<file path="config.mk">
export PLATFORM = sky130hd
export DESIGN_NAME = heartbeat_offline_monitor
export DESIGN_NICKNAME = d
export VERILOG_FILES = /design/src/hw/rtl/hom_pkg.sv /design/src/hw/rtl/hom_cell.sv /design/src/hw/rtl/hom_tail.sv /design/src/hw/rtl/heartbeat_offline_monitor.sv
export SDC_FILE = /design/constraint.sdc
export NUM_CORES = 1
export LEC_CHECK = 0
export BUFFER_PORTS_ARGS = -buffer_cell sky130_fd_sc_hd__buf_2
export CORE_MARGIN = 1.5
export CORE_UTILIZATION = 50
export DETAILED_ROUTE_END_ITERATION = 7
export PLACE_DENSITY = 0.66
export SLEW_MARGIN = 20
export SYNTH_ARGS = -nofsm -noshare
export SYNTH_HDL_FRONTEND = slang
export SYNTH_SLANG_ARGS = --single-unit
</file>
<file path="constraint.sdc">
create_clock -name clk -period 7.5 [get_ports clk]
set_clock_uncertainty 0.2 [all_clocks]
set_input_delay 0 -clock clk [delete_from_list [all_inputs] [get_ports clk]]
set_output_delay 0 -clock clk [all_outputs]
set_load 0.02 [all_outputs]
</file>
<file path="src/hw/rtl/hom_pkg.sv">
// ----------------------------------------------------------------------------
// hom_pkg: shared types and constants of the heartbeat offline monitor
// Holds the beat formats, the link between chain cells, the device rate
// classes and the register and level codes.
// ----------------------------------------------------------------------------
package hom_pkg;

  localparam int NUM_DEVICES = 11;
  localparam int COUNT_WIDTH = 16;
  localparam int DEV_ID_W    = 4;
  localparam int TICK_W      = 32;
  localparam int LEVEL_W     = 2;
  localparam int CFG_IDX_W   = 2;
  localparam int CFG_DATA_W  = (COUNT_WIDTH > NUM_DEVICES) ? COUNT_WIDTH : NUM_DEVICES;

  localparam logic [COUNT_WIDTH-1:0] COUNT_MAX = '1;

  localparam logic CMD_BEAT = 1'b0;
  localparam logic CMD_TICK = 1'b1;

  localparam logic [CFG_IDX_W-1:0] CFG_ENABLE_MASK = 2'd0;
  localparam logic [CFG_IDX_W-1:0] CFG_MIN_REMOTE  = 2'd1;
  localparam logic [CFG_IDX_W-1:0] CFG_MIN_FAST    = 2'd2;
  localparam logic [CFG_IDX_W-1:0] CFG_MIN_SLOW    = 2'd3;

  localparam logic [LEVEL_W-1:0] LVL_NORMAL  = 2'd0;
  localparam logic [LEVEL_W-1:0] LVL_WARNING = 2'd1;
  localparam logic [LEVEL_W-1:0] LVL_SERIOUS = 2'd2;

  localparam logic [NUM_DEVICES-1:0] DEV_MASK_ALL  = '1;
  localparam logic [NUM_DEVICES-1:0] SERIOUS_GROUP = 11'h03F;
  localparam logic [NUM_DEVICES-1:0] WARNING_GROUP = 11'h7C0;

  localparam logic [COUNT_WIDTH-1:0] MIN_REMOTE_RST = COUNT_WIDTH'(72);
  localparam logic [COUNT_WIDTH-1:0] MIN_FAST_RST   = COUNT_WIDTH'(1000);
  localparam logic [COUNT_WIDTH-1:0] MIN_SLOW_RST   = COUNT_WIDTH'(100);

  typedef enum logic [1:0] {
    CLASS_REMOTE,
    CLASS_FAST,
    CLASS_SLOW
  } rate_class_t;

  localparam rate_class_t RATE_CLASS [NUM_DEVICES] = '{
    CLASS_REMOTE, CLASS_FAST, CLASS_FAST, CLASS_FAST, CLASS_FAST,
    CLASS_SLOW, CLASS_SLOW, CLASS_FAST, CLASS_FAST, CLASS_FAST, CLASS_SLOW
  };

  typedef struct packed {
    logic                command;
    logic [DEV_ID_W-1:0] device_id;
  } in_beat_t;

  typedef struct packed {
    logic [NUM_DEVICES-1:0] offline_mask;
    logic [LEVEL_W-1:0]     alarm_level;
    logic                   serious_flag;
    logic [TICK_W-1:0]      tick_count;
  } out_beat_t;

  typedef struct packed {
    logic                   valid;
    logic                   command;
    logic [DEV_ID_W-1:0]    device_id;
    logic [NUM_DEVICES-1:0] offline_mask;
  } link_t;

endpackage

</file>
<file path="src/hw/rtl/hom_cell.sv">
// ----------------------------------------------------------------------------
// hom_cell: one device slot of the monitor chain
// Keeps the saturating heartbeat counter of one device, judges it when a tick
// passes and shifts its offline bit into the mask carried down the chain.
// ----------------------------------------------------------------------------
module hom_cell (
  input  logic                            clk,
  input  logic                            rst,
  input  logic                            advance,
  input  logic [hom_pkg::DEV_ID_W-1:0]    cell_index,
  input  logic [hom_pkg::COUNT_WIDTH-1:0] min_count,
  input  hom_pkg::link_t                  link_in,
  output hom_pkg::link_t                  link_out
);

  logic [hom_pkg::COUNT_WIDTH-1:0] count;
  hom_pkg::link_t                  link_q;
  hom_pkg::link_t                  link_next;
  logic                            hit;
  logic                            is_tick;
  logic                            below;

  assign hit     = link_in.valid && (link_in.command == hom_pkg::CMD_BEAT)
                   && (link_in.device_id == cell_index);
  assign is_tick = link_in.valid && (link_in.command == hom_pkg::CMD_TICK);
  assign below   = count < min_count;

  always_comb begin
    link_next = link_in;
    link_next.offline_mask = {is_tick && below,
                              link_in.offline_mask[hom_pkg::NUM_DEVICES-1:1]};
  end

  always_ff @(posedge clk) begin
    if (rst) begin
      count <= '0;
    end else if (advance) begin
      if (is_tick) begin
        count <= '0;
      end else if (hit && (count != hom_pkg::COUNT_MAX)) begin
        count <= count + 1'b1;
      end
    end
  end

  always_ff @(posedge clk) begin
    if (rst) begin
      link_q.valid <= 1'b0;
    end else if (advance) begin
      link_q <= link_next;
    end
  end

  assign link_out = link_q;

endmodule

</file>
<file path="src/hw/rtl/hom_tail.sv">
// ----------------------------------------------------------------------------
// hom_tail: end of the monitor chain
// Turns a finished tick into a result beat with its error level and tick
// count, holds it in the output register and stalls the chain only when a
// tick reaches the end while the previous result is still waiting.
// ----------------------------------------------------------------------------
module hom_tail (
  input  logic                            clk,
  input  logic                            rst,
  input  hom_pkg::link_t                  link_in,
  input  logic [hom_pkg::NUM_DEVICES-1:0] enable_mask,
  output logic                            advance,
  output logic                            out_valid,
  input  logic                            out_ready,
  output hom_pkg::out_beat_t              out_data
);

  logic                            tail_tick;
  logic                            load;
  logic [hom_pkg::NUM_DEVICES-1:0] active;
  logic [hom_pkg::LEVEL_W-1:0]     level_next;
  logic [hom_pkg::TICK_W-1:0]      tick_reg;
  logic [hom_pkg::TICK_W-1:0]      tick_next;
  hom_pkg::out_beat_t              out_q;

  assign tail_tick = link_in.valid && (link_in.command == hom_pkg::CMD_TICK);
  assign advance   = !(tail_tick && out_valid && !out_ready);
  assign load      = tail_tick && advance;
  assign active    = link_in.offline_mask & enable_mask;
  assign tick_next = tick_reg + 1'b1;

  always_comb begin
    if ((active & hom_pkg::SERIOUS_GROUP) != '0) begin
      level_next = hom_pkg::LVL_SERIOUS;
    end else if ((active & hom_pkg::WARNING_GROUP) != '0) begin
      level_next = hom_pkg::LVL_WARNING;
    end else begin
      level_next = hom_pkg::LVL_NORMAL;
    end
  end

  always_ff @(posedge clk) begin
    if (rst) begin
      out_valid <= 1'b0;
      tick_reg  <= '0;
    end else if (load) begin
      out_valid <= 1'b1;
      tick_reg  <= tick_next;
    end else if (out_ready) begin
      out_valid <= 1'b0;
    end
  end

  always_ff @(posedge clk) begin
    if (load) begin
      out_q.offline_mask <= link_in.offline_mask;
      out_q.alarm_level  <= level_next;
      out_q.serious_flag <= (level_next == hom_pkg::LVL_SERIOUS);
      out_q.tick_count   <= tick_next;
    end
  end

  assign out_data = out_q;

  property p_result_from_tick;
    @(posedge clk) disable iff (rst)
      $rose(out_valid) |-> $past(tail_tick);
  endproperty
  a_result_from_tick: assert property (p_result_from_tick)
    else $error("result beat appeared without a tick at the chain end");

  property p_tick_count_steps;
    @(posedge clk) disable iff (rst)
      load |=> (out_data.tick_count == tick_reg) && out_valid;
  endproperty
  a_tick_count_steps: assert property (p_tick_count_steps)
    else $error("result tick count does not match the tick register");

  property p_stall_only_when_blocked;
    @(posedge clk) disable iff (rst)
      !advance |-> (out_valid && !out_ready && tail_tick);
  endproperty
  a_stall_only_when_blocked: assert property (p_stall_only_when_blocked)
    else $error("chain stalled without a blocked result");

  property p_level_flag;
    @(posedge clk) disable iff (rst)
      out_valid |-> (out_data.serious_flag == (out_data.alarm_level == hom_pkg::LVL_SERIOUS))
                    && (out_data.alarm_level <= hom_pkg::LVL_SERIOUS);
  endproperty
  a_level_flag: assert property (p_level_flag)
    else $error("error level and serious flag disagree");

endmodule

</file>
<file path="src/hw/rtl/heartbeat_offline_monitor.sv">
// ----------------------------------------------------------------------------
// heartbeat_offline_monitor: eleven-device heartbeat watchdog
// Counts heartbeats per device and reports offline devices and an error
// level on every judge tick.
// ----------------------------------------------------------------------------
// Each accepted beat walks a chain of eleven cells, one per device, one cell
// per cycle while the chain is not stalled; a cell counts its device's
// heartbeats and, when a tick passes, adds its offline bit to the mask and
// clears its count. A new beat is taken every cycle unless input is held off,
// and a tick's result is registered in the first cell at the edge that
// accepts it, then in each of the other ten cells in turn, then in the output
// register. Input is held off only while a tick has reached the end of the
// chain and the previous result is not yet taken.
// ----------------------------------------------------------------------------
module heartbeat_offline_monitor (
  input  logic                            clk,
  input  logic                            rst,
  input  logic                            in_valid,
  output logic                            in_ready,
  input  hom_pkg::in_beat_t               in_data,
  output logic                            out_valid,
  input  logic                            out_ready,
  output hom_pkg::out_beat_t              out_data,
  input  logic                            cfg_we,
  input  logic [hom_pkg::CFG_IDX_W-1:0]   cfg_index,
  input  logic [hom_pkg::CFG_DATA_W-1:0]  cfg_wdata
);

  logic [hom_pkg::NUM_DEVICES-1:0] enable_mask;
  logic [hom_pkg::COUNT_WIDTH-1:0] min_count_remote;
  logic [hom_pkg::COUNT_WIDTH-1:0] min_count_fast;
  logic [hom_pkg::COUNT_WIDTH-1:0] min_count_slow;
  logic                            advance;
  hom_pkg::link_t                  links [hom_pkg::NUM_DEVICES+1];

  always_ff @(posedge clk) begin
    if (rst) begin
      enable_mask      <= hom_pkg::DEV_MASK_ALL;
      min_count_remote <= hom_pkg::MIN_REMOTE_RST;
      min_count_fast   <= hom_pkg::MIN_FAST_RST;
      min_count_slow   <= hom_pkg::MIN_SLOW_RST;
    end else if (cfg_we) begin
      case (cfg_index)
        hom_pkg::CFG_ENABLE_MASK: enable_mask <= cfg_wdata[hom_pkg::NUM_DEVICES-1:0];
        hom_pkg::CFG_MIN_REMOTE:  min_count_remote <= cfg_wdata[hom_pkg::COUNT_WIDTH-1:0];
        hom_pkg::CFG_MIN_FAST:    min_count_fast <= cfg_wdata[hom_pkg::COUNT_WIDTH-1:0];
        hom_pkg::CFG_MIN_SLOW:    min_count_slow <= cfg_wdata[hom_pkg::COUNT_WIDTH-1:0];
        default: begin
        end
      endcase
    end
  end

  assign in_ready = advance;

  always_comb begin
    links[0].valid        = in_valid;
    links[0].command      = in_data.command;
    links[0].device_id    = in_data.device_id;
    links[0].offline_mask = '0;
  end

  for (genvar i = 0; i < hom_pkg::NUM_DEVICES; i++) begin : g_cell
    logic [hom_pkg::COUNT_WIDTH-1:0] min_sel;

    always_comb begin
      case (hom_pkg::RATE_CLASS[i])
        hom_pkg::CLASS_REMOTE: min_sel = min_count_remote;
        hom_pkg::CLASS_FAST:   min_sel = min_count_fast;
        default:               min_sel = min_count_slow;
      endcase
    end

    hom_cell u_cell (
      .clk        (clk),
      .rst        (rst),
      .advance    (advance),
      .cell_index (hom_pkg::DEV_ID_W'(i)),
      .min_count  (min_sel),
      .link_in    (links[i]),
      .link_out   (links[i+1])
    );
  end

  hom_tail u_tail (
    .clk         (clk),
    .rst         (rst),
    .link_in     (links[hom_pkg::NUM_DEVICES]),
    .enable_mask (enable_mask),
    .advance     (advance),
    .out_valid   (out_valid),
    .out_ready   (out_ready),
    .out_data    (out_data)
  );

endmodule

</file>
==> flow_metrics.env, run 1 <==
export IMPL_critPathMaxFanout=45
export IMPL_synth_flop_cell="dfxtp_1"
export IMPL_cts_sinks=442
export IMPL_slowest_delay_ns=0.79
export IMPL_criticalPathCategory="reg2reg"
export IMPL_fp_dieH_um=217
export IMPL_hpwlAfterDp_um=41800
export IMPL_clockBufferDepth=3
export IMPL_worst_pin_slew_ns=1.06
export IMPL_portBuffers=75
export IMPL_synth_most_common_cell="nand2_1"
export IMPL_synth_distinct_cells=87
export IMPL_synthTopCellsByArea="dfxtp_1 24%, edfxtp_1 21%, ha_1 9.7%, nand2_1 5.4%, a21oi_1 4.1%"
export IMPL_die_area_um2=46900
export IMPL_synth_compound_area_share_pct=16.4
export IMPL_ys_top_cells_by_count="328 x nand2_1, 279 x dfxtp_1, 189 x a21oi_1"
export IMPL_max_clock_freq_ghz=0.306
export IMPL_grt_max_degree=80
export IMPL_detail_route_first_pass_iterations=6
export IMPL_finalSetupViolations=0
export IMPL_antenna_found_initial=0
export IMPL_fin_util_pct=57.0
export IMPL_slew_violations=0
export IMPL_dr_first_iter_drc_count=1679
export IMPL_wirelength_um=61700
export IMPL_synth_xor_area_share_pct=2.03
export IMPL_regMostFlops="g_cell.u_cell.count"
export IMPL_diodes=0
export IMPL_clockRootBuffer="clkbuf_16"
export IMPL_clock_latency_ns=0.60
export IMPL_syn2layout_area_growth_pct=12.9
export IMPL_cp_buffers_inverters=2
export IMPL_path_clk_slew_ns=0.06
export IMPL_rsz0062_at_grt="false"
export IMPL_nFillCells=3946
export IMPL_synth_area_um2=22800
export IMPL_cts_repair_resized=0
export IMPL_post_route_period_util_pct=43.5
export IMPL_worstHoldPathType="in2reg"
export IMPL_worst_setup_path_start_kind="register"
export IMPL_finalInstanceArea_um2=25800
export IMPL_irDropWorstVdd_mv=0.190
export IMPL_maxCapViolations=0
export IMPL_place_congestion=0.894
export IMPL_critPathCaptureType="register"
export IMPL_syn_avg_cell_area_um2=9.45
export IMPL_start_util_pct=50.5
export IMPL_synth_adder_area_share_pct=9.71
export IMPL_coreArea_um2=45200
export IMPL_cp_data_required_time_ns=7.79
export IMPL_worstPathCellList="and4b_1 -> buf_4 -> inv_4 -> o211ai_1 -> a31oi_1 -> o21ai_0 -> a32o_1"
export IMPL_synth_edff_count=163
export IMPL_nNetsFinal=2715
export IMPL_cts_buffers=49
export IMPL_first_global_vias=18626
export IMPL_vias=19545
export IMPL_crit_family="compound AO/OA/AOI/OAI gates"
export IMPL_detail_route_vias_per_cell=6.20
export IMPL_synth_mux_area_share_pct=1.27
export IMPL_yosys_area_top_type="dfxtp_1"
export IMPL_drc_errors=0
export IMPL_grtUsageTotal_pct=25.8
export IMPL_status="completed"
export IMPL_fp_dieW_um=217
export IMPL_hold_violations=0
export IMPL_crit_path_top_delay_cell="a31oi_1"
export IMPL_rows=78
export IMPL_relSlewSlack_pct=29.1
export IMPL_grt_pass1_wl_um=98100
export IMPL_holdWs_ns=0.0312
export IMPL_yosysSeqAreaShare_pct=45.9
export IMPL_drt_wirelength_per_cell_um=19.6
export IMPL_syn_inst=2414
export IMPL_largest_register_ffs=176
export IMPL_place_area_um2=23700
export IMPL_ant_nets=0
export IMPL_syn_nets=2619
export IMPL_async_flop_share_pct=0
export IMPL_power_leakage_nw=9.34
export IMPL_yosysTopAreaCellShare_pct=24.5
export IMPL_drive_gt1_share_pct=7.68
export IMPL_min_period_ns=3.26
export IMPL_cts_tree="built"
export IMPL_cts_htree_levels=2
export IMPL_fin_total_pwr_mw=5.25
export IMPL_yosys_area_share_simple_pct=21.9
export IMPL_cp_arrival_ns=3.56
export IMPL_power_density_nw_per_um2=204
export IMPL_synth_top_family_by_area="simple AND/OR/NAND/NOR gates"
export IMPL_cts_setup_buffers=0
export IMPL_synth_seq_cells=442
export IMPL_globalRouteOverflowTotal=0
export IMPL_ys_warn_count=0
export IMPL_io_pins=76
export IMPL_tns_ns=0
layer usage:
metal	global-route usage [%]	part of all wire, %	up-vias
met2	43.0	47	699
met3	3.96	6.3	153
met5	0	0	-
li1	-	-	9331
met4	10.4	3.3	0
met1	33.6	44	9362
placed cells by master, fill, tap and decap left out, drive strengths merged, types with 13 or more instances in the layout:
master       Yosys  final
or4             27     27
buf             22     89
and3            41     41
and4            32     32
inv             71     75
a2111oi         14     14
xor2            31     31
o211ai          42     42
xnor2           22     22
nor2           118    118
nor2b           21     21
edfxtp         163    163
a22oi           13     13
o21ai           94     94
nand3          164    164
or3             34     34
nand4           54     54
a31oi           70     70
nand2          328    328
nor3            50     50
a41oi           15     15
and2            26     26
dlygate4sd3      0     39
nand2b          25     25
a21oi          189    189
dfxtp          279    279
a21o            22     22
nor4            32     32
clkbuf          61     72
mux2i           29     29
ha             177    177
cell families (layout without fill, tap and decap cells):
family,after synthesis,after routing
fa+ha+maj,177,177
simple gates,982,982
mux,29,29
flops,442,442
buf+inv,155,292
xor+xnor,53,53
compound gates,576,576
final cells by class:
cell class | count | area (µm²) | share of cell area [%]
clock buffers | 72 | 1400 | 5.45
clock inverters | 20 | 231 | 0.899
inverters | 72 | 273 | 1.06
multi-input cells | 1817 | 11700 | 45.6
flip-flops and latches | 442 | 10500 | 40.7
well taps | 600 | 751 | 2.92
repair buffers | 128 | 877 | 3.41
power breakdown:
group          internal [mW]  total, mW  switching [mW]
clock network           1.44       2.44            1.00
logic                 0.0740      0.231           0.157
registers               2.54       2.58          0.0379
total                   4.06       5.25            1.20
stage by stage:
stage / std cells / setup slack (ns)
CTS: 3151 / 4.31
floorplan: 2414 / 0.687
global route: 3151 / 4.10
finish: 3151 / 4.24
detailed placement: 3020 / 4.31
global placement: 3020 / 4.36
worst paths after layout:
path | startpoint | to | slack [ns] | depth (start not counted)
max reg2reg | g_cell[10].u_cell.link_out[15]$_DFFE_PP_ | g_cell[0].u_cell.count[14]$_SDFFE_PP0P_ | 4.24 | 7
min reg2reg | g_cell[6].u_cell.link_out[6]$_DFFE_PP_ | g_cell[7].u_cell.link_out[5]$_DFFE_PP_ | 0.20 | 0
min | in_data[4] | g_cell[0].u_cell.link_out[15]$_DFFE_PP_ | 0.03 | 2
max | g_cell[10].u_cell.link_out[15]$_DFFE_PP_ | g_cell[0].u_cell.count[14]$_SDFFE_PP0P_ | 4.24 | 7
timing repair:
item                                   4_1_cts  5_1_grt
setup endpoints to repair                    0        0
endpoints found under the hold margin      142        0
hold buffers                                39        0
worst register-to-register path, stage by stage (launching register included):
cell and delay (ns):
edfxtp_1 0.40, and4b_1 0.20, buf_4 0.29, inv_4 0.51, o211ai_1 0.24, a31oi_1 0.79
o21ai_0 0.21, a32o_1 0.32
Note: power is estimated with default switching activity, not from simulation.
==> run 2: changes to the inputs <==
==> constraint.sdc (replaced) <==
create_clock -name clk -period 3.1 [get_ports clk]
set_clock_uncertainty 0.2 [all_clocks]
set_input_delay 0 -clock clk [delete_from_list [all_inputs] [get_ports clk]]
set_output_delay 0 -clock clk [all_outputs]
set_load 0.02 [all_outputs]
==> run 2 against run 1 <==
Compared with the run above:
- clock-buffer cell count shrank 15
- critical path depth is the same
- via count grew 0.14%
- highest routed layer unchanged
- total power grew 150%
==> flow_metrics.env, run 2 (synthesized netlist as in run 1, its figures left out) <==
export IMPL_status="completed"
export IMPL_cts_tree="built"
export IMPL_finalSetupViolations=0
export IMPL_slowest_delay_ns=0.59
export IMPL_drive_gt1_share_pct=9.11
export IMPL_criticalPathCategory="reg2reg"
export IMPL_grtUsageTotal_pct=26.2
export IMPL_fp_dieW_um=217
export IMPL_worstHoldPathType="in2reg"
export IMPL_diodes=0
export IMPL_hpwlAfterDp_um=43100
export IMPL_critPathCaptureType="register"
export IMPL_nFillCells=3922
export IMPL_rsz0062_at_grt="false"
export IMPL_nNetsFinal=2753
export IMPL_path_clk_slew_ns=0.06
export IMPL_antenna_found_initial=0
export IMPL_fp_dieH_um=217
export IMPL_critPathMaxFanout=28
export IMPL_worst_setup_path_start_kind="register"
export IMPL_place_congestion=0.902
export IMPL_post_route_period_util_pct=84.5
export IMPL_cts_sinks=442
export IMPL_dp_slack_ns=0.527
export IMPL_worst_pin_slew_ns=0.851
export IMPL_io_pins=76
export IMPL_die_area_um2=46900
export IMPL_drt_wirelength_per_cell_um=19.5
export IMPL_hold_violations=0
export IMPL_cts_htree_levels=2
export IMPL_vias=19573
export IMPL_irDropWorstVdd_mv=0.409
export IMPL_maxCapViolations=0
export IMPL_final_common_cell="nand2_1"
export IMPL_clockRootBuffer="clkbuf_16"
export IMPL_cp_arrival_ns=2.94
export IMPL_grt_pass1_wl_um=99000
export IMPL_relSlewSlack_pct=43.3
export IMPL_largest_register_ffs=176
export IMPL_layout_common_cells="328 x nand2_1, 278 x dfxtp_1, 189 x a21oi_1, 177 x ha_1, 164 x nand3_1"
export IMPL_portBuffers=75
export IMPL_clockBufferDepth=3
export IMPL_globalRouteOverflowTotal=0
export IMPL_cts_setup_buffers=0
export IMPL_min_period_ns=2.62
export IMPL_r2r_slack_ns=0.48
export IMPL_syn2layout_area_growth_pct=14.7
export IMPL_worst_slack_ns=0.482
export IMPL_detail_route_vias_per_cell=6.14
export IMPL_detail_route_first_pass_iterations=5
export IMPL_crit_path_top_delay_cell="a311oi_4"
export IMPL_rows=78
export IMPL_power_density_nw_per_um2=499
export IMPL_power_leakage_nw=9.58
export IMPL_holdWs_ns=0.0320
export IMPL_drc_errors=0
export IMPL_crit_path_frequent_cell="a31oi_1"
export IMPL_worstPathCellList="and4b_2 -> inv_4 -> buf_4 -> nand3_1 -> a311oi_4 -> a31oi_1 -> a31oi_1"
export IMPL_max_clock_freq_ghz=0.382
export IMPL_first_global_vias=18628
export IMPL_wirelength_um=62200
export IMPL_clock_latency_ns=0.60
export IMPL_slew_violations=0
export IMPL_grt_max_degree=63
export IMPL_cts_buffers=50
export IMPL_start_util_pct=50.5
export IMPL_ant_nets=0
export IMPL_regMostFlops="g_cell.u_cell.count"
export IMPL_cp_data_required_time_ns=3.42
export IMPL_dr_first_iter_drc_count=1601
export IMPL_coreArea_um2=45200
==> run 2: changes by cell type in the layout (fill, tap and decap cells not counted), sizes merged <==
cell / delta
dlygate4sd3: +5
inv: +1
clkinvlp: +1
clkbuf: -15
clkinv: +10
buf: +32
bufinv: +5
==> run 2: stage by stage <==
step           TNS, ns  instance area, µm²  util (%)  power [mW]  instances
6_report             0               26200      57.9        13.1       3190
3_3_place_gp         0               24000      53.1        6.88       3052
5_1_grt              0               26200      57.9        13.5       3190
2_1_floorplan   -30.71               22800         -        6.65       2414
3_5_place_dp         0               24000      53.1        6.90       3052
4_1_cts              0               26200      57.9        13.2       3190
==> run 2: worst max-delay path, delay by kind of cell, from the launching register on <==
family                 cells  cell delay, ns
AOI/OAI and AO/OA          3            0.94
buffers and inverters      2            0.53
DFF                        1            0.41
and+or+nand+nor            2            0.45
==> run 2: path summary, 6_finish.rpt <==
check | startpoint | endpoint | cells after the start
setup / recovery | g_cell[10].u_cell.link_out[15]$_DFFE_PP_ | g_cell[6].u_cell.count[14]$_SDFFE_PP0P_ | 7
hold / removal | in_data[4] | g_cell[0].u_cell.link_out[15]$_DFFE_PP_ | 2
setup reg to reg | g_cell[10].u_cell.link_out[15]$_DFFE_PP_ | g_cell[6].u_cell.count[14]$_SDFFE_PP0P_ | 7
hold reg to reg | g_cell[8].u_cell.link_out[5]$_DFFE_PP_ | g_cell[9].u_cell.link_out[4]$_DFFE_PP_ | 0
==> run 2: layout make-up <==
class	count	area [µm²]	area share, %
clock buffers	57	1290	4.92
clock inverters	37	444	1.70
inverters	72	273	1.04
multi-input cells	1817	11700	44.8
flip-flops and latches	442	10500	40.0
well taps	600	751	2.87
repair buffers	165	1200	4.60
==> run 2: metal layers <==
layer  part of all wire (%)  vias up  routed length (µm)  track usage (%)
met2                     48      647               29700             44.6
met3                    5.6      115                3490             3.34
met4                    3.0        0                1870             10.0
li1                       -     9415                   -                -
met5                      0        -                   0                0
met1                     44     9396               27100             34.0
==> run 2: what timing repair did <==
item	4_1_cts	5_1_grt
hold buffers	44	0
gates resized for setup	0	0
endpoints found under the hold margin	166	0
==> run 2: where the power goes <==
group	internal (mW)	total, mW	switching (mW)	leakage (nW)
clock	3.75	6.25	2.49	0.841
sequential	6.15	6.24	0.0913	3.75
combinational	0.198	0.585	0.387	4.99
==> run 3: changes to the inputs <==
--- a/config.mk
+++ b/config.mk
@@ -9,7 +9,7 @@
 export CORE_MARGIN = 1.5
 export CORE_UTILIZATION = 50
 export DETAILED_ROUTE_END_ITERATION = 7
-export PLACE_DENSITY = 0.66
+export PLACE_DENSITY = 0.69
 export SLEW_MARGIN = 20
 export SYNTH_ARGS = -nofsm -noshare
 export SYNTH_HDL_FRONTEND = slang
==> constraint.sdc (replaced) <==
create_clock -name clk -period 2.2 [get_ports clk]
set_clock_uncertainty 0.2 [all_clocks]
set_input_delay 0 -clock clk [delete_from_list [all_inputs] [get_ports clk]]
set_output_delay 0 -clock clk [all_outputs]
set_load 0.02 [all_outputs]
==> run 3 against run 2 <==
Compared with the run above:
- the run now ends with setup timing left
- first-iteration DRC count rose by 35%
- die area did not move
- sequential share of layout area down 4.0 points
- sequential power grew 41%
- combinational power is 63% higher
- worst setup slack got worse by 0.60 ns
- total power increased by 38%
- critical endpoint is now g_cell[7].u_cell.link_out[10]$_DFFE_PP_
- largest cell class unchanged
==> flow_metrics.env, run 3 (synthesized netlist as in run 1, its figures left out) <==
export IMPL_fin_total_pwr_mw=18.1
export IMPL_status="finished, violations left"
export IMPL_slowest_delay_ns=0.43
export IMPL_coreArea_um2=45200
export IMPL_nNetsFinal=2987
export IMPL_finalSetupViolations=10
export IMPL_cp_buffers_inverters=1
export IMPL_nFillCells=3560
export IMPL_hold_violations=0
export IMPL_clock_latency_ns=0.60
export IMPL_rows=78
export IMPL_rsz0062_at_grt="true"
export IMPL_critPathCaptureType="register"
export IMPL_dp_cells=3236
export IMPL_crit_family="compound AO/OA/AOI/OAI gates"
export IMPL_portBuffers=75
export IMPL_post_route_period_util_pct=105
export IMPL_detail_route_vias_per_cell=6.14
export IMPL_cts_tree="built"
export IMPL_clockBufferDepth=3
export IMPL_drive_gt1_share_pct=22.4
export IMPL_tns_ns=-0.442
export IMPL_wl_met3_um=5090
export IMPL_first_global_vias=19675
export IMPL_cts_sinks=442
export IMPL_worst_pin_slew_ns=0.797
export IMPL_irDropWorstVdd_mv=0.575
export IMPL_place_area_um2=25600
export IMPL_layout_cells_non_filler=3423
export IMPL_r2r_slack_ns=-0.11
export IMPL_violations="setup timing"
export IMPL_maxUsedRoutingLayer="met4"
export IMPL_criticalPathCategory="reg2reg"
export IMPL_die_area_um2=46900
export IMPL_dr_first_iter_drc_count=2167
export IMPL_cp_data_required_time_ns=2.43
export IMPL_worst_slack_ns=-0.115
export IMPL_layout_common_cells="319 x nand2_1, 251 x dfxtp_1, 229 x buf_4, 179 x a21oi_1, 166 x ha_1"
export IMPL_cts_htree_levels=2
export IMPL_path_clk_slew_ns=0.06
export IMPL_diodes=0
export IMPL_power_density_nw_per_um2=619
export IMPL_drt_wirelength_per_cell_um=19.5
export IMPL_start_util_pct=50.5
export IMPL_globalRouteOverflowTotal=0
export IMPL_maxCapViolations=0
export IMPL_worst_setup_path_start_kind="register"
export IMPL_syn2layout_area_growth_pct=27.9
export IMPL_final_common_cell="nand2_1"
export IMPL_worstHoldPathType="in2reg"
export IMPL_max_clock_freq_ghz=0.432
export IMPL_wirelength_um=66700
export IMPL_drc_errors=0
export IMPL_grt_pass1_wl_um=103000
export IMPL_place_congestion=0.955
export IMPL_largest_register_ffs=176
export IMPL_relSlewSlack_pct=46.9
export IMPL_fp_dieW_um=217
export IMPL_regMostFlops="g_cell.u_cell.count"
export IMPL_grtUsageTotal_pct=27.2
export IMPL_cts_buffers=49
export IMPL_worstPathCellList="clkinvlp_4 -> ha_1 -> a2111oi_0 -> nor4_1 -> or4_1 -> a31oi_1"
export IMPL_ant_nets=0
export IMPL_fp_dieH_um=217
export IMPL_wl_met1_um=27400
export IMPL_cp_arrival_ns=2.54
export IMPL_met2_length_um=31500
export IMPL_antenna_found_initial=0
export IMPL_grt_max_degree=70
export IMPL_detail_route_first_pass_iterations=6
export IMPL_io_pins=76
export IMPL_min_period_ns=2.31
export IMPL_finalInstanceArea_um2=29200
export IMPL_dp_slack_ns=-0.235
export IMPL_vias=21010
export IMPL_clockRootBuffer="clkbuf_16"
export IMPL_hpwlAfterDp_um=45600
export IMPL_power_leakage_nw=11.0
export IMPL_slew_violations=0
export IMPL_crit_path_top_delay_cell="or4_1"
export IMPL_critPathMaxFanout=7
==> run 3: changes by cell type in the layout (fill, tap and decap cells not counted), moves of 10 or more <==
cell	before	now
dfxtp_2	1	24
dfxtp_1	278	251
nor3_1	49	38
nand3_1	164	147
nand3_2	0	12
a21oi_1	189	179
buf_6	1	28
ha_1	177	166
buf_4	43	229
buf_12	3	20
==> run 3: repair_timing <==
item	CTS	global route
setup endpoints to repair	85	224
buffers inserted	9	38
hold buffers	44	0
endpoints found under the hold margin	162	0
pin swaps	12	67
resized for setup	45	209
gates cloned	2	4
==> run 3: final timing paths <==
path                                                             start                                    endpoint  depth (start not counted)
worst min register to register  g_cell[7].u_cell.link_out[6]$_DFFE_PP_      g_cell[8].u_cell.link_out[5]$_DFFE_PP_                          0
worst max register to register       g_cell[1].min_sel[3]$_SDFFE_PP1P_     g_cell[7].u_cell.link_out[10]$_DFFE_PP_                          6
worst max-delay path                 g_cell[1].min_sel[3]$_SDFFE_PP1P_     g_cell[7].u_cell.link_out[10]$_DFFE_PP_                          6
worst min-delay path                                          in_valid  g_cell[0].u_cell.link_out[16]$_SDFFE_PP0N_                          4
==> run 3: tightest hold or removal path, cell delays in order <==
cell and delay, ns:
dlygate4sd3_1 0.54, buf_2 0.16, nand2_1 0.06, a21oi_1 0.05
==> run 3: power breakdown <==
part | total [mW] | internal, mW | switching [mW]
sequential | 8.79 | 8.66 | 0.129
combinational | 0.954 | 0.370 | 0.584
clock | 8.32 | 4.85 | 3.47
==> run 3: layout make-up <==
| cell class | count | area, µm² | area share, % |
|---|---|---|---|
| inverters | 72 | 293 | 1.00 |
| multi-input cells | 1818 | 12700 | 43.5 |
| well taps | 600 | 751 | 2.57 |
| repair inverters | 1 | 7.51 | 0.0257 |
| clock inverters | 19 | 184 | 0.630 |
| clock buffers | 73 | 1460 | 5.00 |
| repair buffers | 398 | 3280 | 11.2 |
| flip-flops and latches | 442 | 10500 | 36.1 |
==> run 3: per-layer routing <==
layer / vias to the layer above / GRT usage (%)
met3: 203 / 4.59
li1: 9870 / -
met5: - / 0
met2: 930 / 44.5
met1: 10007 / 35.3
met4: 0 / 12.0
==> run 3: stage by stage <==
| step | hold slack (ns) | utilization (%) |
|---|---|---|
| after floorplan | -0.101 | - |
| after global placement | -0.00106 | 56.6 |
| after detailed placement | -0.00169 | 56.6 |
| final | 0.0699 | 64.6 |
| after CTS | 0.0433 | 61.9 |
| after global routing | 0.0768 | 64.6 |
